===== src/hdl/iem_pkg.sv =====
`timescale 1ns / 1ps
// Package for the I2C EEPROM master: item kinds, queue entry type,
// line-sequencer phase codes, hold constants and register indexes. No dependencies.
package iem_pkg;

    // Opcode values of an incoming transaction
    localparam logic [1:0] OP_TICK  = 2'd0;
    localparam logic [1:0] OP_WRITE = 2'd1;
    localparam logic [1:0] OP_READ  = 2'd2;

    // Configuration register indexes
    localparam logic CFG_SLAVE_ADDR = 1'b0;
    localparam logic CFG_WRITE_WAIT = 1'b1;

    // Reset values of the configuration registers
    localparam logic [6:0]  SLAVE_ADDR_RST = 7'h50;
    localparam logic [15:0] WRITE_WAIT_RST = 16'd10000;

    // Hold counts are loaded as (ticks - 1)
    localparam logic [15:0] HOLD_1 = 16'd0;
    localparam logic [15:0] HOLD_2 = 16'd1;
    localparam logic [15:0] HOLD_3 = 16'd2;
    localparam logic [15:0] HOLD_5 = 16'd4;

    // Bits in a byte, as a bit counter value
    localparam logic [3:0] BITS_PER_BYTE = 4'd8;

    // Byte selector codes
    localparam logic [2:0] SEL_DEV    = 3'd0;
    localparam logic [2:0] SEL_ADDR_H = 3'd1;
    localparam logic [2:0] SEL_ADDR_L = 3'd2;
    localparam logic [2:0] SEL_LAST   = 3'd3;

    // Classified transaction kind
    typedef enum logic [1:0] {
        K_TICK  = 2'd0,
        K_WRITE = 2'd1,
        K_READ  = 2'd2,
        K_NONE  = 2'd3
    } t_kind;

    // Entry of the queue between front and engine
    typedef struct packed {
        t_kind       kind;
        logic [15:0] mem_addr;
        logic [7:0]  byte_count;
        logic [7:0]  write_byte;
        logic        sda_in;
    } t_item;

    // Queue to engine handshake
    typedef struct packed {
        logic  valid;
        t_item item;
    } t_q_out;

    // Line sequencer phases, one-hot
    typedef enum logic [23:0] {
        PH_IDLE   = 24'h000001,
        PH_S0     = 24'h000002,
        PH_S1     = 24'h000004,
        PH_S2     = 24'h000008,
        PH_S3     = 24'h000010,
        PH_WBIT   = 24'h000020,
        PH_WHI    = 24'h000040,
        PH_WLO    = 24'h000080,
        PH_AREL   = 24'h000100,
        PH_AHI    = 24'h000200,
        PH_ASMP   = 24'h000400,
        PH_ALO    = 24'h000800,
        PH_RREL   = 24'h001000,
        PH_RHI    = 24'h002000,
        PH_RSMP   = 24'h004000,
        PH_RLO    = 24'h008000,
        PH_KDRV   = 24'h010000,
        PH_KHI    = 24'h020000,
        PH_KLO    = 24'h040000,
        PH_T0     = 24'h080000,
        PH_T1     = 24'h100000,
        PH_T2     = 24'h200000,
        PH_TAFTER = 24'h400000,
        PH_FIN    = 24'h800000
    } t_phase;

endpackage


===== src/hdl/iem_in_if.sv =====
`timescale 1ns / 1ps
// Command/tick channel of the I2C EEPROM master.
// Stand-alone interface, no dependencies.
interface iem_in_if;
    logic        valid;
    logic        ready;
    logic [1:0]  opcode;
    logic [15:0] mem_addr;
    logic [7:0]  byte_count;
    logic [7:0]  write_byte;
    logic        sda_in;

    modport source (output valid, opcode, mem_addr, byte_count, write_byte, sda_in,
                    input ready);
    modport sink (input valid, opcode, mem_addr, byte_count, write_byte, sda_in,
                  output ready);
endinterface


===== src/hdl/iem_out_if.sv =====
`timescale 1ns / 1ps
// Result channel of the I2C EEPROM master.
// Stand-alone interface, no dependencies.
interface iem_out_if;
    logic       valid;
    logic       ready;
    logic       scl_out;
    logic       sda_out;
    logic       busy_res;
    logic       byte_valid;
    logic [7:0] read_data;
    logic       last_byte;
    logic       done_res;
    logic       nack_error;

    modport source (output valid, scl_out, sda_out, busy_res, byte_valid, read_data,
                    last_byte, done_res, nack_error, input ready);
    modport sink (input valid, scl_out, sda_out, busy_res, byte_valid, read_data,
                  last_byte, done_res, nack_error, output ready);
endinterface


===== src/hdl/iem_front.sv =====
`timescale 1ns / 1ps
// Front end: accepts transactions, classifies the opcode and queues them.
// Depends on iem_pkg and iem_in_if.
module iem_front #(
    parameter int DEPTH = 4
) (
    input  logic            i_clk,
    input  logic            i_rst_n,
    iem_in_if.sink          i_cmd,
    output iem_pkg::t_q_out o_q,
    input  logic            i_pop
);
    import iem_pkg::*;

    localparam int PW = (DEPTH > 1) ? $clog2(DEPTH) : 1;
    localparam int CW = $clog2(DEPTH + 1);
    localparam logic [PW-1:0] PTR_LAST = PW'(DEPTH - 1);
    localparam logic [CW-1:0] CNT_FULL = CW'(DEPTH);

    t_item         r_mem [DEPTH];
    logic [PW-1:0] r_wr_ptr, r_rd_ptr;
    logic [CW-1:0] r_count;
    t_item         w_item;
    logic          w_push, w_pop;

    // Opcode classification
    always_comb begin
        unique case (i_cmd.opcode)
            OP_TICK:  w_item.kind = K_TICK;
            OP_WRITE: w_item.kind = K_WRITE;
            OP_READ:  w_item.kind = K_READ;
            default:  w_item.kind = K_NONE;
        endcase
        w_item.mem_addr   = i_cmd.mem_addr;
        w_item.byte_count = i_cmd.byte_count;
        w_item.write_byte = i_cmd.write_byte;
        w_item.sda_in     = i_cmd.sda_in;
    end

    assign i_cmd.ready = (r_count != CNT_FULL);
    assign w_push      = i_cmd.valid && i_cmd.ready;
    assign w_pop       = i_pop && (r_count != '0);

    // Queue storage
    always_ff @(posedge i_clk) begin
        if (w_push) begin
            r_mem[r_wr_ptr] <= w_item;
        end
    end

    // Queue pointers and fill count
    always_ff @(posedge i_clk) begin
        if (!i_rst_n) begin
            r_wr_ptr <= '0;
            r_rd_ptr <= '0;
            r_count  <= '0;
        end else begin
            if (w_push) begin
                r_wr_ptr <= (r_wr_ptr == PTR_LAST) ? '0 : r_wr_ptr + 1'b1;
            end
            if (w_pop) begin
                r_rd_ptr <= (r_rd_ptr == PTR_LAST) ? '0 : r_rd_ptr + 1'b1;
            end
            if (w_push && !w_pop) begin
                r_count <= r_count + 1'b1;
            end else if (w_pop && !w_push) begin
                r_count <= r_count - 1'b1;
            end
        end
    end

    assign o_q.valid = (r_count != '0);
    assign o_q.item  = r_mem[r_rd_ptr];

endmodule


===== src/hdl/iem_engine.sv =====
`timescale 1ns / 1ps
// Back end: I2C line sequencer, one step per queued transaction, with a
// registered result stage. Depends on iem_pkg and iem_out_if.
module iem_engine (
    input  logic            i_clk,
    input  logic            i_rst_n,
    input  iem_pkg::t_q_out i_q,
    output logic            o_pop,
    input  logic [6:0]      i_slave_addr,
    input  logic [15:0]     i_write_wait,
    iem_out_if.source       o_res
);
    import iem_pkg::*;

    t_phase      r_phase, n_phase;
    logic [15:0] r_wait, n_wait;
    logic [3:0]  r_bit, n_bit;
    logic [7:0]  r_shift, n_shift;
    logic [15:0] r_addr, n_addr;
    logic [7:0]  r_left, n_left;
    logic        r_is_read, n_is_read;
    logic [7:0]  r_data, n_data;
    logic [2:0]  r_sel, n_sel;
    logic        r_err, n_err;
    logic        r_scl, n_scl;
    logic        r_sda, n_sda;

    logic        r_valid;
    logic        r_byte_valid, n_byte_valid;
    logic [7:0]  r_read_data, n_read_data;
    logic        r_last, n_last;
    logic        r_done, n_done;
    logic        r_nack, n_nack;
    logic        r_busy;
    logic        r_scl_o, r_sda_o;

    logic        w_take;
    logic [2:0]  w_sel_inc;
    logic [3:0]  w_bit_inc;
    t_item       w_it;

    // Byte to send for a selector value
    function automatic logic [7:0] load_byte(input logic [2:0] sel, input logic [6:0] sa,
                                             input logic [15:0] addr, input logic rd,
                                             input logic [7:0] data);
        logic [7:0] b;
        case (sel)
            SEL_DEV:    b = {sa, 1'b0};
            SEL_ADDR_H: b = addr[15:8];
            SEL_ADDR_L: b = addr[7:0];
            default:    b = rd ? {sa, 1'b1} : data;
        endcase
        return b;
    endfunction

    assign w_it      = i_q.item;
    assign w_take    = i_q.valid && (!r_valid || o_res.ready);
    assign o_pop     = w_take;
    assign w_sel_inc = r_sel + 3'd1;
    assign w_bit_inc = r_bit + 4'd1;

    // One sequencer step
    always_comb begin
        n_phase = r_phase;   n_wait = r_wait;       n_bit = r_bit;
        n_shift = r_shift;   n_addr = r_addr;       n_left = r_left;
        n_is_read = r_is_read; n_data = r_data;     n_sel = r_sel;
        n_err = r_err;       n_scl = r_scl;         n_sda = r_sda;
        n_byte_valid = 1'b0; n_read_data = '0;      n_last = 1'b0;
        n_done = 1'b0;       n_nack = 1'b0;
        case (w_it.kind)
            K_TICK: begin
                if (r_phase != PH_IDLE) begin
                    if (r_wait != '0) begin
                        n_wait = r_wait - 16'd1;
                    end else begin
                        unique case (r_phase)
                            PH_S0: begin n_sda = 1'b1; n_phase = PH_S1; n_wait = HOLD_3; end
                            PH_S1: begin n_scl = 1'b1; n_phase = PH_S2; n_wait = HOLD_3; end
                            PH_S2: begin n_sda = 1'b0; n_phase = PH_S3; n_wait = HOLD_3; end
                            PH_S3: begin
                                n_scl   = 1'b0;
                                n_shift = load_byte(r_sel, i_slave_addr, r_addr, r_is_read,
                                                    r_data);
                                n_bit   = '0;
                                n_phase = PH_WBIT;
                                n_wait  = HOLD_3;
                            end
                            PH_WBIT: begin
                                n_sda = r_shift[7]; n_phase = PH_WHI; n_wait = HOLD_3;
                            end
                            PH_WHI: begin n_scl = 1'b1; n_phase = PH_WLO; n_wait = HOLD_5; end
                            PH_WLO: begin
                                n_scl   = 1'b0;
                                n_shift = {r_shift[6:0], 1'b0};
                                n_bit   = w_bit_inc;
                                n_phase = (w_bit_inc >= BITS_PER_BYTE) ? PH_AREL : PH_WBIT;
                                n_wait  = HOLD_5;
                            end
                            PH_AREL: begin n_sda = 1'b1; n_phase = PH_AHI; n_wait = HOLD_3; end
                            PH_AHI:  begin n_scl = 1'b1; n_phase = PH_ASMP; n_wait = HOLD_3; end
                            PH_ASMP: begin
                                n_err = w_it.sda_in; n_phase = PH_ALO; n_wait = HOLD_2;
                            end
                            PH_ALO: begin
                                n_scl  = 1'b0;
                                n_wait = HOLD_5;
                                if (r_err) begin
                                    n_phase = PH_T0;
                                end else begin
                                    n_sel = w_sel_inc;
                                    if (!r_is_read && w_sel_inc > SEL_LAST) begin
                                        n_phase = PH_T0;
                                    end else if (r_is_read && w_sel_inc == SEL_LAST) begin
                                        n_phase = PH_S0;
                                    end else if (r_is_read && w_sel_inc > SEL_LAST) begin
                                        n_phase = PH_RREL;
                                    end else begin
                                        n_shift = load_byte(w_sel_inc, i_slave_addr, r_addr,
                                                            r_is_read, r_data);
                                        n_bit   = '0;
                                        n_phase = PH_WBIT;
                                    end
                                end
                            end
                            PH_RREL: begin
                                n_sda = 1'b1; n_shift = '0; n_bit = '0;
                                n_phase = PH_RHI; n_wait = HOLD_1;
                            end
                            PH_RHI: begin n_scl = 1'b1; n_phase = PH_RSMP; n_wait = HOLD_3; end
                            PH_RSMP: begin
                                n_shift = {r_shift[6:0], w_it.sda_in};
                                n_phase = PH_RLO;
                                n_wait  = HOLD_2;
                            end
                            PH_RLO: begin
                                n_scl   = 1'b0;
                                n_bit   = w_bit_inc;
                                n_phase = (w_bit_inc >= BITS_PER_BYTE) ? PH_KDRV : PH_RHI;
                                n_wait  = HOLD_5;
                            end
                            PH_KDRV: begin
                                n_sda        = (r_left > 8'd1) ? 1'b0 : 1'b1;
                                n_byte_valid = 1'b1;
                                n_read_data  = r_shift;
                                n_last       = (r_left <= 8'd1);
                                n_phase      = PH_KHI;
                                n_wait       = HOLD_1;
                            end
                            PH_KHI: begin n_scl = 1'b1; n_phase = PH_KLO; n_wait = HOLD_5; end
                            PH_KLO: begin
                                n_scl  = 1'b0;
                                n_wait = HOLD_5;
                                if (r_left > 8'd1) begin
                                    n_left  = r_left - 8'd1;
                                    n_phase = PH_RREL;
                                end else begin
                                    n_phase = PH_T0;
                                end
                            end
                            PH_T0: begin n_sda = 1'b0; n_phase = PH_T1; n_wait = HOLD_3; end
                            PH_T1: begin n_scl = 1'b1; n_phase = PH_T2; n_wait = HOLD_3; end
                            PH_T2: begin n_sda = 1'b1; n_phase = PH_TAFTER; n_wait = HOLD_3; end
                            // Stop finished: start the write wait or finish at once
                            PH_TAFTER: begin
                                if (!r_err && !r_is_read && i_write_wait != '0) begin
                                    n_phase = PH_FIN;
                                    n_wait  = i_write_wait - 16'd1;
                                end else begin
                                    n_done  = 1'b1;
                                    n_nack  = r_err;
                                    n_phase = PH_IDLE;
                                end
                            end
                            PH_FIN: begin
                                n_done = 1'b1; n_nack = r_err; n_phase = PH_IDLE;
                            end
                            default: n_phase = PH_IDLE;
                        endcase
                    end
                end
            end
            K_WRITE, K_READ: begin
                // Latch a command only while idle
                if (r_phase == PH_IDLE) begin
                    n_addr    = w_it.mem_addr;
                    n_left    = (w_it.byte_count == '0) ? 8'd1 : w_it.byte_count;
                    n_data    = w_it.write_byte;
                    n_is_read = (w_it.kind == K_READ);
                    n_sel     = SEL_DEV;
                    n_err     = 1'b0;
                    n_bit     = '0;
                    n_shift   = '0;
                    n_wait    = '0;
                    n_phase   = PH_S0;
                end
            end
            default: ;
        endcase
    end

    // Sequencer state
    always_ff @(posedge i_clk) begin
        if (!i_rst_n) begin
            r_phase <= PH_IDLE; r_wait <= '0; r_bit <= '0; r_shift <= '0;
            r_addr <= '0; r_left <= '0; r_is_read <= 1'b0; r_data <= '0;
            r_sel <= SEL_DEV; r_err <= 1'b0; r_scl <= 1'b1; r_sda <= 1'b1;
        end else if (w_take) begin
            r_phase <= n_phase; r_wait <= n_wait; r_bit <= n_bit; r_shift <= n_shift;
            r_addr <= n_addr; r_left <= n_left; r_is_read <= n_is_read; r_data <= n_data;
            r_sel <= n_sel; r_err <= n_err; r_scl <= n_scl; r_sda <= n_sda;
        end
    end

    // Result register
    always_ff @(posedge i_clk) begin
        if (!i_rst_n) begin
            r_valid <= 1'b0;
        end else if (w_take) begin
            r_valid <= 1'b1;
        end else if (o_res.ready) begin
            r_valid <= 1'b0;
        end
    end

    always_ff @(posedge i_clk) begin
        if (w_take) begin
            r_scl_o      <= n_scl;
            r_sda_o      <= n_sda;
            r_busy       <= (n_phase != PH_IDLE);
            r_byte_valid <= n_byte_valid;
            r_read_data  <= n_read_data;
            r_last       <= n_last;
            r_done       <= n_done;
            r_nack       <= n_nack;
        end
    end

    assign o_res.valid      = r_valid;
    assign o_res.scl_out    = r_scl_o;
    assign o_res.sda_out    = r_sda_o;
    assign o_res.busy_res   = r_busy;
    assign o_res.byte_valid = r_byte_valid;
    assign o_res.read_data  = r_read_data;
    assign o_res.last_byte  = r_last;
    assign o_res.done_res   = r_done;
    assign o_res.nack_error = r_nack;

endmodule


===== src/hdl/i2c_eeprom_master.sv =====
`timescale 1ns / 1ps
// I2C EEPROM master, top level: configuration registers, front end and engine.
// Depends on iem_pkg, iem_in_if, iem_out_if, iem_front and iem_engine.
//
// Each transaction on i_cmd (a one-microsecond tick carrying sampled SDA, or a
// byte-write / sequential-read command) yields exactly one result on o_res with
// the SCL/SDA drive after that step, busy, received byte and completion flags.
// The block takes one transaction per clock cycle: the front end queues up to
// QUEUE_DEPTH classified transactions, and the engine performs one sequencer
// step per cycle into a single result register, so results flow back to back
// while o_res.ready is high. An accepted transaction is held in the queue, then in the result register.
// Commands arriving while busy are answered but otherwise ignored.
module i2c_eeprom_master #(
    parameter int QUEUE_DEPTH = 4
) (
    input  logic        i_clk,
    input  logic        i_rst_n,
    iem_in_if.sink      i_cmd,
    iem_out_if.source   o_res,
    input  logic        i_cfg_we,
    input  logic        i_cfg_idx,
    input  logic [15:0] i_cfg_data
);
    import iem_pkg::*;

    logic [6:0]  r_slave_addr;
    logic [15:0] r_write_wait;
    t_q_out      w_q;
    logic        w_pop;

    // Configuration registers
    always_ff @(posedge i_clk) begin
        if (!i_rst_n) begin
            r_slave_addr <= SLAVE_ADDR_RST;
            r_write_wait <= WRITE_WAIT_RST;
        end else if (i_cfg_we) begin
            unique case (i_cfg_idx)
                CFG_SLAVE_ADDR: r_slave_addr <= i_cfg_data[6:0];
                CFG_WRITE_WAIT: r_write_wait <= i_cfg_data;
                default: ;
            endcase
        end
    end

    iem_front #(.DEPTH(QUEUE_DEPTH)) u_front (
        .i_clk   (i_clk),
        .i_rst_n (i_rst_n),
        .i_cmd   (i_cmd),
        .o_q     (w_q),
        .i_pop   (w_pop)
    );

    iem_engine u_engine (
        .i_clk        (i_clk),
        .i_rst_n      (i_rst_n),
        .i_q          (w_q),
        .o_pop        (w_pop),
        .i_slave_addr (r_slave_addr),
        .i_write_wait (r_write_wait),
        .o_res        (o_res)
    );

    // A received byte and the end of a transaction never share a result
    a_byte_not_done: assert property (@(posedge i_clk) disable iff (!i_rst_n)
        o_res.valid |-> !(o_res.byte_valid && o_res.done_res))
        else $error("byte and done in one result");

    // A missing acknowledge is only reported at completion
    a_nack_with_done: assert property (@(posedge i_clk) disable iff (!i_rst_n)
        (o_res.valid && o_res.nack_error) |-> o_res.done_res)
        else $error("nack without done");

    // Completion leaves the master idle with both lines released
    a_done_idle: assert property (@(posedge i_clk) disable iff (!i_rst_n)
        (o_res.valid && o_res.done_res) |->
            (!o_res.busy_res && o_res.scl_out && o_res.sda_out))
        else $error("done while still busy");

endmodule

===== src/flat_wrapper.sv =====
// flat-port wrapper written by rule: the top's interface ports become plain ports
module i2c_eeprom_master_flat import iem_pkg::*;
#(
    parameter int QUEUE_DEPTH = 4
)
  (i_clk, i_rst_n, i_cfg_we, i_cfg_idx, i_cfg_data, i_cmd_valid, i_cmd_opcode, i_cmd_mem_addr, i_cmd_byte_count, i_cmd_write_byte, i_cmd_sda_in, i_cmd_ready, o_res_valid, o_res_scl_out, o_res_sda_out, o_res_busy_res, o_res_byte_valid, o_res_read_data, o_res_last_byte, o_res_done_res, o_res_nack_error, o_res_ready);
  iem_in_if i_cmd_i ();
  iem_out_if o_res_i ();
  input  logic i_clk;
  input  logic i_rst_n;
  input  logic i_cfg_we;
  input  logic i_cfg_idx;
  input  logic [15:0] i_cfg_data;
  input wire logic [$bits(i_cmd_i.valid)-1:0] i_cmd_valid;
  input wire logic [$bits(i_cmd_i.opcode)-1:0] i_cmd_opcode;
  input wire logic [$bits(i_cmd_i.mem_addr)-1:0] i_cmd_mem_addr;
  input wire logic [$bits(i_cmd_i.byte_count)-1:0] i_cmd_byte_count;
  input wire logic [$bits(i_cmd_i.write_byte)-1:0] i_cmd_write_byte;
  input wire logic [$bits(i_cmd_i.sda_in)-1:0] i_cmd_sda_in;
  output wire logic [$bits(i_cmd_i.ready)-1:0] i_cmd_ready;
  output wire logic [$bits(o_res_i.valid)-1:0] o_res_valid;
  output wire logic [$bits(o_res_i.scl_out)-1:0] o_res_scl_out;
  output wire logic [$bits(o_res_i.sda_out)-1:0] o_res_sda_out;
  output wire logic [$bits(o_res_i.busy_res)-1:0] o_res_busy_res;
  output wire logic [$bits(o_res_i.byte_valid)-1:0] o_res_byte_valid;
  output wire logic [$bits(o_res_i.read_data)-1:0] o_res_read_data;
  output wire logic [$bits(o_res_i.last_byte)-1:0] o_res_last_byte;
  output wire logic [$bits(o_res_i.done_res)-1:0] o_res_done_res;
  output wire logic [$bits(o_res_i.nack_error)-1:0] o_res_nack_error;
  input wire logic [$bits(o_res_i.ready)-1:0] o_res_ready;
  assign i_cmd_i.valid = i_cmd_valid;
  assign i_cmd_i.opcode = i_cmd_opcode;
  assign i_cmd_i.mem_addr = i_cmd_mem_addr;
  assign i_cmd_i.byte_count = i_cmd_byte_count;
  assign i_cmd_i.write_byte = i_cmd_write_byte;
  assign i_cmd_i.sda_in = i_cmd_sda_in;
  assign i_cmd_ready = i_cmd_i.ready;
  assign o_res_valid = o_res_i.valid;
  assign o_res_scl_out = o_res_i.scl_out;
  assign o_res_sda_out = o_res_i.sda_out;
  assign o_res_busy_res = o_res_i.busy_res;
  assign o_res_byte_valid = o_res_i.byte_valid;
  assign o_res_read_data = o_res_i.read_data;
  assign o_res_last_byte = o_res_i.last_byte;
  assign o_res_done_res = o_res_i.done_res;
  assign o_res_nack_error = o_res_i.nack_error;
  assign o_res_i.ready = o_res_ready;
  i2c_eeprom_master #(.QUEUE_DEPTH(QUEUE_DEPTH)) u_core (.i_clk(i_clk), .i_rst_n(i_rst_n), .i_cmd(i_cmd_i), .o_res(o_res_i), .i_cfg_we(i_cfg_we), .i_cfg_idx(i_cfg_idx), .i_cfg_data(i_cfg_data));
endmodule

===== config.mk =====
export PLATFORM = sky130hd
export DESIGN_NAME = i2c_eeprom_master_flat
export DESIGN_NICKNAME = d
export VERILOG_FILES = /design/src/hdl/iem_pkg.sv /design/src/hdl/iem_in_if.sv /design/src/hdl/iem_out_if.sv /design/src/hdl/iem_front.sv /design/src/hdl/iem_engine.sv /design/src/hdl/i2c_eeprom_master.sv /design/src/flat_wrapper.sv
export SDC_FILE = /design/constraint.sdc
export NUM_CORES = 1
export LEC_CHECK = 0
export BUFFER_PORTS_ARGS = -buffer_cell sky130_fd_sc_hd__buf_2
export CORE_MARGIN = 4
export CORE_UTILIZATION = 43
export CTS_BUF_LIST = sky130_fd_sc_hd__clkbuf_8
export DETAILED_ROUTE_END_ITERATION = 16
export GPL_TIMING_DRIVEN = 0
export SLEW_MARGIN = 25
export SYNTH_ARGS = -nofsm -noshare
export SYNTH_HDL_FRONTEND = slang
export SYNTH_SLANG_ARGS = --single-unit

===== constraint.sdc =====
create_clock -name i_clk -period 5.1 [get_ports i_clk]
set_input_delay 0.51 -clock i_clk [delete_from_list [all_inputs] [get_ports i_clk]]
set_output_delay 0.51 -clock i_clk [all_outputs]
set_load 0.01 [all_outputs]

Word level (Yosys, flattened, before mapping)
Memory sizes are Yosys's and may differ from the RTL's. A register that Yosys moved wholly into a read port is not among the register bits. Cells that the tools add are included.

Register bits: 137. RAM bits: 140. Logic and storage cells: 230. Memories: 1.

Add/sub/neg operators: 9. Order comparisons: 4. Equality and inequality tests: 54. Muxes and demuxes: 83. Bitwise operators: 4. Reductions and logical operators: 49.

Memories: u_core.u_front.r_mem (words 4, bits a word 35, read ports 1, clocked after memory_dff 1, wr ports 1, line iem_front.sv:20) `t_item r_mem [DEPTH];`.

Operators with widths (number): $pmux W24 S22 (1); $mux W8 (14); $mux W24 (4); $pmux W16 S5 (1); $mux W16 (4); $mux W20 (3); $ne A24 B1 Y1 const B (2); $pmux W24 S2 (1); $pmux W8 S3 (2); $pmux W8 S5 (1); $pmux W16 S2 (1); $pmux W8 S2 (2); $reduce_bool A16 Y1 (2); $sub A16 B1 Y16 const B (2); $mux W4 (7); $mux W13 (2); $eq A24 B1 Y1 const B (1); $eq A24 B10 Y1 const B (1); $eq A24 B11 Y1 const B (1); $eq A24 B12 Y1 const B (1); $eq A24 B13 Y1 const B (1); $eq A24 B14 Y1 const B (1); $eq A24 B15 Y1 const B (1); $eq A24 B16 Y1 const B (1); 67 further kinds (146).

Longest topological paths before layout
Gate-level depths: netlist of the first run.

Word-level depth: 12. Depth in mapped cells: 17. Gate-level depth less buffers: 11.

By module
A second synthesis of the first run with hierarchy kept.

Cell total of the unflattened synthesis: 1217. Area total of the unflattened synthesis: 13387.8 µm².

By module, submodules not included: iem_engine (times used 1, cells an instance 883, area each 6932.9 µm²); iem_front (times used 1, cells an instance 236, area each 5535.3 µm²); i2c_eeprom_master (times used 1, cells an instance 98, area each 919.6 µm²).

Least setup slack after synthesis of the first run
Ideal clock, no wire load.

Path type: register to register. Start: register (tool-made name). End: register u_core.u_engine.r_busy, in the netlist u_core.u_engine.o_res.busy_res, data pin. Arrival time: 4.295 ns. Data required time: 4.828 ns. Slack: 0.533 ns. Stages on the path, launching flop included: 14. Path buffers: 5. Clock period less this slack: 4.567 ns. Cells stage by stage: dfxtp_1 -> clkbuf_1 -> clkbuf_1 -> buf_1 -> mux4_2 -> inv_1 -> ha_1 -> clkbuf_1 -> clkinv_1 -> or3_1 -> buf_2 -> nor2_1 -> a21oi_1 -> or4_1.

RTL lines: end signal, assigned (line iem_engine.sv:229) `r_busy <= (n_phase != PH_IDLE);`; end, declared (line iem_engine.sv:34) `logic r_busy;`.

==> results of run 1 <==
==> Yosys cell counts (4+ instances only) <==
| cell type | n | area (µm²) |
|---|---|---|
| sky130_fd_sc_hd__nand4_1 | 10 | 62.6 |
| sky130_fd_sc_hd__o21ai_1 | 4 | 20.0 |
| sky130_fd_sc_hd__mux4_2 | 35 | 788 |
| sky130_fd_sc_hd__or2_2 | 7 | 43.8 |
| sky130_fd_sc_hd__xor2_1 | 15 | 131 |
| sky130_fd_sc_hd__a21boi_0 | 14 | 105 |
| sky130_fd_sc_hd__clkbuf_1 | 53 | 199 |
| sky130_fd_sc_hd__buf_1 | 5 | 18.8 |
| sky130_fd_sc_hd__nor4b_1 | 8 | 70.1 |
| sky130_fd_sc_hd__a22oi_1 | 29 | 218 |
| sky130_fd_sc_hd__dfxtp_1 | 124 | 2480 |
| sky130_fd_sc_hd__nor2_1 | 76 | 285 |
| sky130_fd_sc_hd__a31oi_1 | 9 | 56.3 |
| sky130_fd_sc_hd__nor2b_1 | 23 | 144 |
| sky130_fd_sc_hd__edfxtp_1 | 155 | 4650 |
| sky130_fd_sc_hd__inv_1 | 25 | 93.8 |
| sky130_fd_sc_hd__a21boi_1 | 4 | 30.0 |
| sky130_fd_sc_hd__o311ai_0 | 5 | 43.8 |
| sky130_fd_sc_hd__a222oi_1 | 8 | 80.1 |
| sky130_fd_sc_hd__nand2_1 | 182 | 683 |
| sky130_fd_sc_hd__or3_1 | 15 | 93.8 |
| sky130_fd_sc_hd__o31a_1 | 4 | 35.0 |
| sky130_fd_sc_hd__o21ai_0 | 30 | 150 |
| sky130_fd_sc_hd__nand2b_1 | 8 | 50.1 |
| sky130_fd_sc_hd__nand3b_1 | 7 | 52.6 |
| sky130_fd_sc_hd__nor4_1 | 15 | 93.8 |
| sky130_fd_sc_hd__nand3_1 | 25 | 125 |
| sky130_fd_sc_hd__a221o_1 | 8 | 80.1 |
| sky130_fd_sc_hd__and2_1 | 18 | 113 |
| sky130_fd_sc_hd__mux2i_1 | 4 | 40.0 |
| sky130_fd_sc_hd__buf_2 | 6 | 30.0 |
| sky130_fd_sc_hd__nor4_4 | 4 | 85.1 |
| sky130_fd_sc_hd__nor3_1 | 45 | 225 |
| sky130_fd_sc_hd__ha_1 | 19 | 238 |
| sky130_fd_sc_hd__and3_1 | 5 | 31.3 |
| sky130_fd_sc_hd__a211oi_1 | 12 | 90.1 |
| sky130_fd_sc_hd__o22ai_1 | 6 | 37.5 |
| sky130_fd_sc_hd__a21oi_1 | 95 | 475 |
| sky130_fd_sc_hd__or4_1 | 8 | 60.1 |
| sky130_fd_sc_hd__xnor2_1 | 9 | 78.8 |
==> flip-flops by register name, summed over array words and instances, names as in the netlist, 7 cells and up, named ones only <==
register	cells
u_core.r_slave_addr	7
u_core.u_engine.r_phase	24
u_core.u_engine.r_data	8
u_core.u_engine.r_addr	16
u_core.u_engine.r_shift	8
u_core.u_front.r_mem	140
u_core.u_engine.r_left	8
u_core.u_engine.r_wait	16
u_core.r_write_wait	16
u_core.u_engine.o_res.read_data	8
==> cells by family (layout without fill, tap and decap cells) <==
logic type,after synthesis,count (layout)
flip-flops,279,279
buffers and inverters,93,250
AND/OR/NAND/NOR,476,476
XOR/XNOR,24,24
multiplexers,39,39
AO/OA/AOI/OAI,261,261
adder cells (fa/ha/maj),20,20
==> critical path, cell delays in order, from the launching register on <==
cell,delay (ns)
sky130_fd_sc_hd__dfxtp_2,0.50
sky130_fd_sc_hd__clkbuf_2,0.41
sky130_fd_sc_hd__clkbuf_4,0.37
sky130_fd_sc_hd__mux4_2,0.59
sky130_fd_sc_hd__inv_1,0.13
sky130_fd_sc_hd__ha_1,0.48
sky130_fd_sc_hd__clkinvlp_4,0.39
sky130_fd_sc_hd__or3_1,0.42
sky130_fd_sc_hd__buf_2,0.19
sky130_fd_sc_hd__or2_4,0.27
sky130_fd_sc_hd__nor2_4,0.13
sky130_fd_sc_hd__and2_1,0.15
sky130_fd_sc_hd__buf_4,0.16
sky130_fd_sc_hd__buf_6,0.16
sky130_fd_sc_hd__nand4_1,0.10
sky130_fd_sc_hd__a21oi_1,0.15
==> final cells by class <==
class / instances / area [µm²] / share of cell area, %
clock inverter: 31 / 168 / 1.13
clock buffer: 54 / 743 / 5.02
buffer: 63 / 263 / 1.78
multi-input combinational: 820 / 5440 / 36.8
sequential: 279 / 7140 / 48.2
timing repair buffer: 75 / 450 / 3.04
tap: 390 / 488 / 3.30
inverter: 27 / 105 / 0.710
==> power by group through the flow <==
| stage | Clock, mW | Sequential [mW] | Combinational, mW |
|---|---|---|---|
| CTS | 1.97 | 3.03 | 4.53 |
| finish | 1.91 | 3.03 | 4.55 |
| floorplan | 0 | 3.01 | 3.20 |
| global placement | 0 | 3.05 | 4.51 |
| detailed placement | 0 | 3.06 | 4.53 |
| global route | 2.07 | 3.07 | 5.04 |
==> per-stage QoR <==
step | total power [mW] | instance area (µm²) | TNS [ns]
after floorplan | 6.21 | 12900 | 0
after global placement | 7.56 | 13800 | -39.95
after global routing | 10.2 | 14800 | 0
after detailed placement | 7.58 | 13900 | -40.52
after CTS | 9.52 | 14800 | 0
final | 9.48 | 14800 | 0
==> final timing paths <==
| check | endpoint | slack [ns] | cells after the start |
|---|---|---|---|
| worst max register to register | u_core.u_engine.r_phase[7] | 0.42 | 15 |
| worst min register to register | u_core.u_engine.r_bit[1] | 0.47 | 2 |
| worst max-delay path | u_core.u_engine.r_phase[7] | 0.42 | 15 |
| worst min-delay path | u_core.r_write_wait[8] | 0.16 | 3 |
==> cell usage in the layout (no fill, tap or decap), types with 9 or more instances in the layout <==
cell | Yosys | routed
sky130_fd_sc_hd__a31oi_1 | 9 | 9
sky130_fd_sc_hd__or3_1 | 15 | 15
sky130_fd_sc_hd__inv_1 | 25 | 40
sky130_fd_sc_hd__o21ai_0 | 30 | 30
sky130_fd_sc_hd__nand4_1 | 10 | 10
sky130_fd_sc_hd__nor4_1 | 15 | 15
sky130_fd_sc_hd__xor2_1 | 15 | 15
sky130_fd_sc_hd__nor2b_1 | 23 | 23
sky130_fd_sc_hd__a21oi_1 | 95 | 95
sky130_fd_sc_hd__mux4_2 | 35 | 35
sky130_fd_sc_hd__nor3_1 | 45 | 45
sky130_fd_sc_hd__clkbuf_8 | 0 | 54
sky130_fd_sc_hd__ha_1 | 19 | 19
sky130_fd_sc_hd__nand3_1 | 25 | 25
sky130_fd_sc_hd__nor2_1 | 76 | 76
sky130_fd_sc_hd__buf_2 | 6 | 77
sky130_fd_sc_hd__dfxtp_1 | 124 | 123
sky130_fd_sc_hd__clkbuf_1 | 53 | 47
sky130_fd_sc_hd__xnor2_1 | 9 | 9
sky130_fd_sc_hd__and2_1 | 18 | 18
sky130_fd_sc_hd__nand2_1 | 182 | 182
sky130_fd_sc_hd__a22oi_1 | 29 | 29
sky130_fd_sc_hd__a211oi_1 | 12 | 12
sky130_fd_sc_hd__a21boi_0 | 14 | 14
sky130_fd_sc_hd__edfxtp_1 | 155 | 155
==> metal layers <==
metal  vias to the layer above  track usage, %  routed length [µm]
met2                       282            34.6               16600
met3                        78            3.13                1780
met5                         -               0                   0
met1                      4752            27.1               15000
met4                         0            7.48                1190
li1                       4707               -                   -
==> repair_timing <==
| item | CTS | global route |
|---|---|---|
| resized for setup | 5 | 4 |
| setup endpoints to repair | 88 | 42 |
| pin swaps | 0 | 0 |
| hold buffers | 0 | 0 |
==> impl_metrics.py, run 1 <==
metrics = {
    "yosys": {
        "yosys_warnings": 0,
        "yosys-mux-area-fraction_pct": 6.40,
        "synth.lib_cells_used.distinct": 79,
        "largest_family_of_logic_cells_by_synthesized_area": "simple AND/OR/NAND/NOR gates",
        "synth_compound_gate_area_share_pct": 13.3,
        "post_synth_inst_count": 1192,
        "synth.yosys.seq_area_share_pct": 55.2,
        "dominantRegCellSynth": "sky130_fd_sc_hd__edfxtp_1",
        "post_synth_edffs": 155,
        "synth.avg_cell_area_um2": 10.9,
        "synth_fa_ha_area_share_pct": 1.99,
        "post_synth_xor_area_fraction_pct": 1.63,
        "synth_nets": 1269,
        "yosys_register_bits": 279,
        "synth_simple_gate_area_share_pct": 18.7,
        "post_synth_instance_area_mm2": 0.0129,
        "synth-async-reset-ratio_pct": 0,
    },
    "route": {
        "postRouteAntennaNets": 0,
        "first_pass_iters": 7,
        "via_count": 9819,
        "postRouteWirelength_um": 34500,
        "detail_route.iter0.violations": 662,
        "drcViolationCount": 0,
        "via_per_inst": 5.65,
        "route.detailed.wl_per_inst_um": 19.8,
    },
    "critical_path": {
        "setup.worst_path.class": "flip-flop to flip-flop",
        "setup.worst_path.end_class": "flip-flop",
        "crit_arrival_ns": 5.16,
        "start_kind": "flip-flop",
        "required_ns": 5.58,
        "crit_fanout": 10,
    },
    "clock_network": {
        "clockRootBuffer": "sky130_fd_sc_hd__clkbuf_8",
        "cts.htree.levels": 2,
        "clk_path_buf_depth": 3,
        "tritoncts.num_buffers": 47,
        "clk-insertion-delay-late_ns": 0.56,
        "cts_tree": "built",
        "post-cts-setup-buffer-count": 0,
        "worst_setup_hold_path_clk_slew_ns": 0.06,
        "cts.sinks": 279,
    },
    "floorplanning": {
        "floorplan.initialDensity_pct": 43.6,
        "floorplan.io_pins": 74,
        "floorplan.die_area_mm2": 0.0329,
        "standard_cell_rows": 63,
        "die_height_um": 181,
        "floorplan.die.width_um": 181,
        "core-area_mm2": 0.0296,
    },
    "timing": {
        "fmax_mhz": 214,
        "final.hold.worst_slack_ns": 0.162,
        "final_hold_viol_count": 0,
        "max_slew_margin_pct": 43.1,
        "rsz_0062_raised_after_global_routing": "no",
        "post-route-worst-setup-slack_ns": 0.419,
        "slew_violations": 0,
        "fin_skew_ns": 0.0129,
        "fin_crit_sh_pct": 91.8,
        "setup-violations-final": 0,
        "period_minus_slack_ns": 4.68,
        "worst-slew-pin-transition_ns": 0.845,
    },
    "place": {
        "placement.io_buffers": 71,
        "pre_cts_slack_ns": -0.886,
        "dp_hpwl_um": 25300,
        "gp_routability_congestion": 0.958,
        "placed_cells_incl_taps": 1657,
    },
    "grt": {
        "grt_antenna_before_repair": 0,
        "largest_net_degree_at_the_start_of_global_routing": 27,
        "grt_pass1_wl_um": 53800,
        "grt_usage_pct": 20.5,
        "first_global_vias": 9640,
        "grt_overflow_total": 0,
    },
    "min_path": {
        "holdCritPathClass": "primary input to flip-flop",
        "timing.hold.worst.start": "i_cfg_data[8]",
    },
    "power_and_ir_drop": {
        "peakVddDrop_v": 0.000307,
        "static_power_due_to_leakage_nw": 5.20,
        "power.share.switching_pct": 43.2,
        "switchingPower_mw": 4.10,
        "power_report.internal_total_mw": 5.38,
        "comb_power_share_pct": 48.0,
        "pwr_density_cell_mw_per_mm2": 641,
        "seqPwrFrac_pct": 31.9,
        "p_clk_share_pct": 20.1,
    },
    "layout": {
        "drive_above_1_share_pct": 15.9,
        "post_layout_nonfiller_instances": 1739,
        "area.growth.synth_to_final_pct": 14.4,
        "final_core_utilization_pct": 49.9,
        "final.fill_count": 2767,
        "diodes": 0,
        "nNetsFinal": 1390,
    },
    "run": {
        "drv_cap": 0,
    },
    "outcome": {
        "outcome": "completed",
    },
}
No activity file was read; power rests on OpenSTA's default activity.
==> inputs of run 2 (changes only) <==
Settings changed: CORE_UTILIZATION 43 to 55, PLACE_DENSITY from default to 0.73.
==> impl_metrics.py, run 2 (same netlist as run 1, synthesis figures left out) <==
metrics = {
    "outcome": {
        "outcome": "completed",
    },
    "critical_path": {
        "setup.worst_path.class": "flip-flop to flip-flop",
        "crit_arrival_ns": 5.10,
        "path_cells": "clkbuf_2, clkbuf_4, mux4_2, inv_1, ha_1, clkbuf_1, clkinv_1, or3_1, buf_2, nor2_1, a21oi_1, or4_1",
        "timing.critical_path.slowest_stage_cell": "sky130_fd_sc_hd__or4_1",
        "worst_reg_to_reg_path_cell_count": 12,
        "critical-path-top-delay-family": "buffers and inverters",
        "crit_fanout": 10,
        "slowest_delay_ns": 0.62,
        "setup.worst_path.end_class": "flip-flop",
        "crit_buf_inv": 6,
        "start_kind": "flip-flop",
        "required_ns": 5.37,
        "cp_num_cells": 12,
    },
    "floorplanning": {
        "floorplan.initialDensity_pct": 56.4,
        "floorplan.die_area_mm2": 0.0260,
        "floorplan.io_pins": 74,
        "core-area_mm2": 0.0229,
        "floorplan.die.width_um": 161,
        "standard_cell_rows": 55,
        "die_height_um": 161,
    },
    "grt": {
        "largest_net_degree_at_the_start_of_global_routing": 25,
        "grt_antenna_before_repair": 0,
        "grt_usage_pct": 25.6,
        "first_global_vias": 9861,
        "grt_pass1_wl_um": 52900,
        "grt_overflow_total": 0,
    },
    "clock_network": {
        "cts.htree.levels": 2,
        "cts_tree": "built",
        "clockRootBuffer": "sky130_fd_sc_hd__clkbuf_8",
        "worst_setup_hold_path_clk_slew_ns": 0.06,
        "clk_path_buf_depth": 3,
        "clk-insertion-delay-late_ns": 0.59,
        "tritoncts.num_buffers": 46,
        "post-cts-setup-buffer-count": 0,
        "cts.sinks": 279,
    },
    "power_and_ir_drop": {
        "power_report.internal_total_mw": 5.52,
        "static_power_due_to_leakage_nw": 5.22,
        "pwr_density_cell_mw_per_mm2": 649,
        "total_power_mw": 9.61,
        "comb_power_share_pct": 47.0,
        "power.share.switching_pct": 42.6,
        "switchingPower_mw": 4.10,
        "p_clk_share_pct": 21.6,
        "peakVddDrop_v": 0.000458,
        "seqPwrFrac_pct": 31.5,
    },
    "layout": {
        "area.growth.synth_to_final_pct": 14.5,
        "most_common_cell_after_layout_fill_and_taps_aside": "sky130_fd_sc_hd__nand2_1",
        "largest_register_ff_count": 140,
        "drive_above_1_share_pct": 16.3,
        "post_layout_inst_area_mm2": 0.0148,
        "diodes": 0,
        "nNetsFinal": 1391,
        "largest-register": "u_core.u_front.r_mem",
        "reg.largest.list": "u_core.u_front.r_mem: 140 flops, u_core.u_engine.r_phase: 24 flops",
        "layout.cells.most_common_list": "sky130_fd_sc_hd__nand2_1, sky130_fd_sc_hd__edfxtp_1, sky130_fd_sc_hd__dfxtp_1, sky130_fd_sc_hd__a21oi_1, sky130_fd_sc_hd__buf_2",
    },
    "timing": {
        "setup-violations-final": 0,
        "post-route-worst-setup-slack_ns": 0.268,
        "setup_tns_ns": 0,
        "worst-slew-pin-transition_ns": 0.851,
        "fin_crit_sh_pct": 94.7,
        "final.hold.worst_slack_ns": 0.133,
        "final_hold_viol_count": 0,
        "period_minus_slack_ns": 4.83,
        "max_slew_margin_pct": 43.3,
        "slew_violations": 0,
        "fmax_mhz": 207,
        "rsz_0062_raised_after_global_routing": "no",
        "fin_skew_ns": 0.0340,
    },
    "route": {
        "drcViolationCount": 0,
        "via_per_inst": 5.95,
        "detail_route.iter0.violations": 906,
        "first_pass_iters": 7,
        "postRouteWirelength_um": 33100,
        "via_count": 9899,
        "postRouteAntennaNets": 0,
        "route.detailed.wl_per_inst_um": 19.9,
    },
    "run": {
        "drv_cap": 0,
    },
    "min_path": {
        "min_delay_path_depth": 3,
        "holdCritPathClass": "primary input to flip-flop",
    },
    "place": {
        "placement.io_buffers": 71,
        "placed_cell_area_mm2": 0.0138,
        "gp_routability_congestion": 0.951,
        "pre_cts_slack_ns": -0.719,
        "dp_hpwl_um": 24100,
    },
}
run 2: what timing repair did:
action | CTS | global route
endpoints found under the setup margin | 73 | 12
hold buffers | 0 | 0
gates resized for setup | 5 | 5
run 2: final timing paths:
check                              startpoint                             end  slack, ns
setup / recovery                    flip-flop  u_core.u_engine.o_res.busy_res       0.27
hold reg to reg   u_core.u_engine.o_res.valid     u_core.u_engine.o_res.valid       0.47
hold / removal                 i_cfg_data[10]         u_core.r_write_wait[10]       0.13
setup reg to reg                    flip-flop  u_core.u_engine.o_res.busy_res       0.27
run 2: power groups by stage:
| stage | sequential (mW) | clock (mW) | combinational, mW |
|---|---|---|---|
| after floorplan | 3.01 | 0 | 3.20 |
| after global placement | 3.04 | 0 | 4.40 |
| after detailed placement | 3.05 | 0 | 4.43 |
| after CTS | 3.02 | 2.10 | 4.43 |
| after global routing | 3.07 | 2.21 | 4.98 |
| final | 3.03 | 2.07 | 4.51 |
run 2: routing by layer:
metal | vias to the layer above | track usage, % | routed length (µm)
met1 | 4690 | 32.9 | 13400
met3 | 94 | 4.21 | 2200
met4 | 0 | 11.0 | 1340
met2 | 396 | 43.2 | 16100
li1 | 4719 | - | -
met5 | - | 0 | 0
run 2: tightest hold or removal path: stages:
cell and delay, ns:
sky130_fd_sc_hd__buf_2 0.07, sky130_fd_sc_hd__nand2_1 0.04, sky130_fd_sc_hd__nand3_1 0.06
run 2: final cells by class:
cell class	count	area [µm²]
Tap cell	313	392
Clock inverter	34	279
Inverter	27	101
Multi-Input combinational cell	820	5440
Fill cell	1758	8110
Buffer	65	272
Clock buffer	52	716
Sequential cell	279	7140
Timing Repair Buffer	75	465
run 2: through the flow:
step / utilization, % / instances
CTS: 64.6 / 1665
finish: 64.6 / 1665
global placement: 59.7 / 1576
detailed placement: 60.3 / 1580
global route: 64.6 / 1665
floorplan: - / 1192
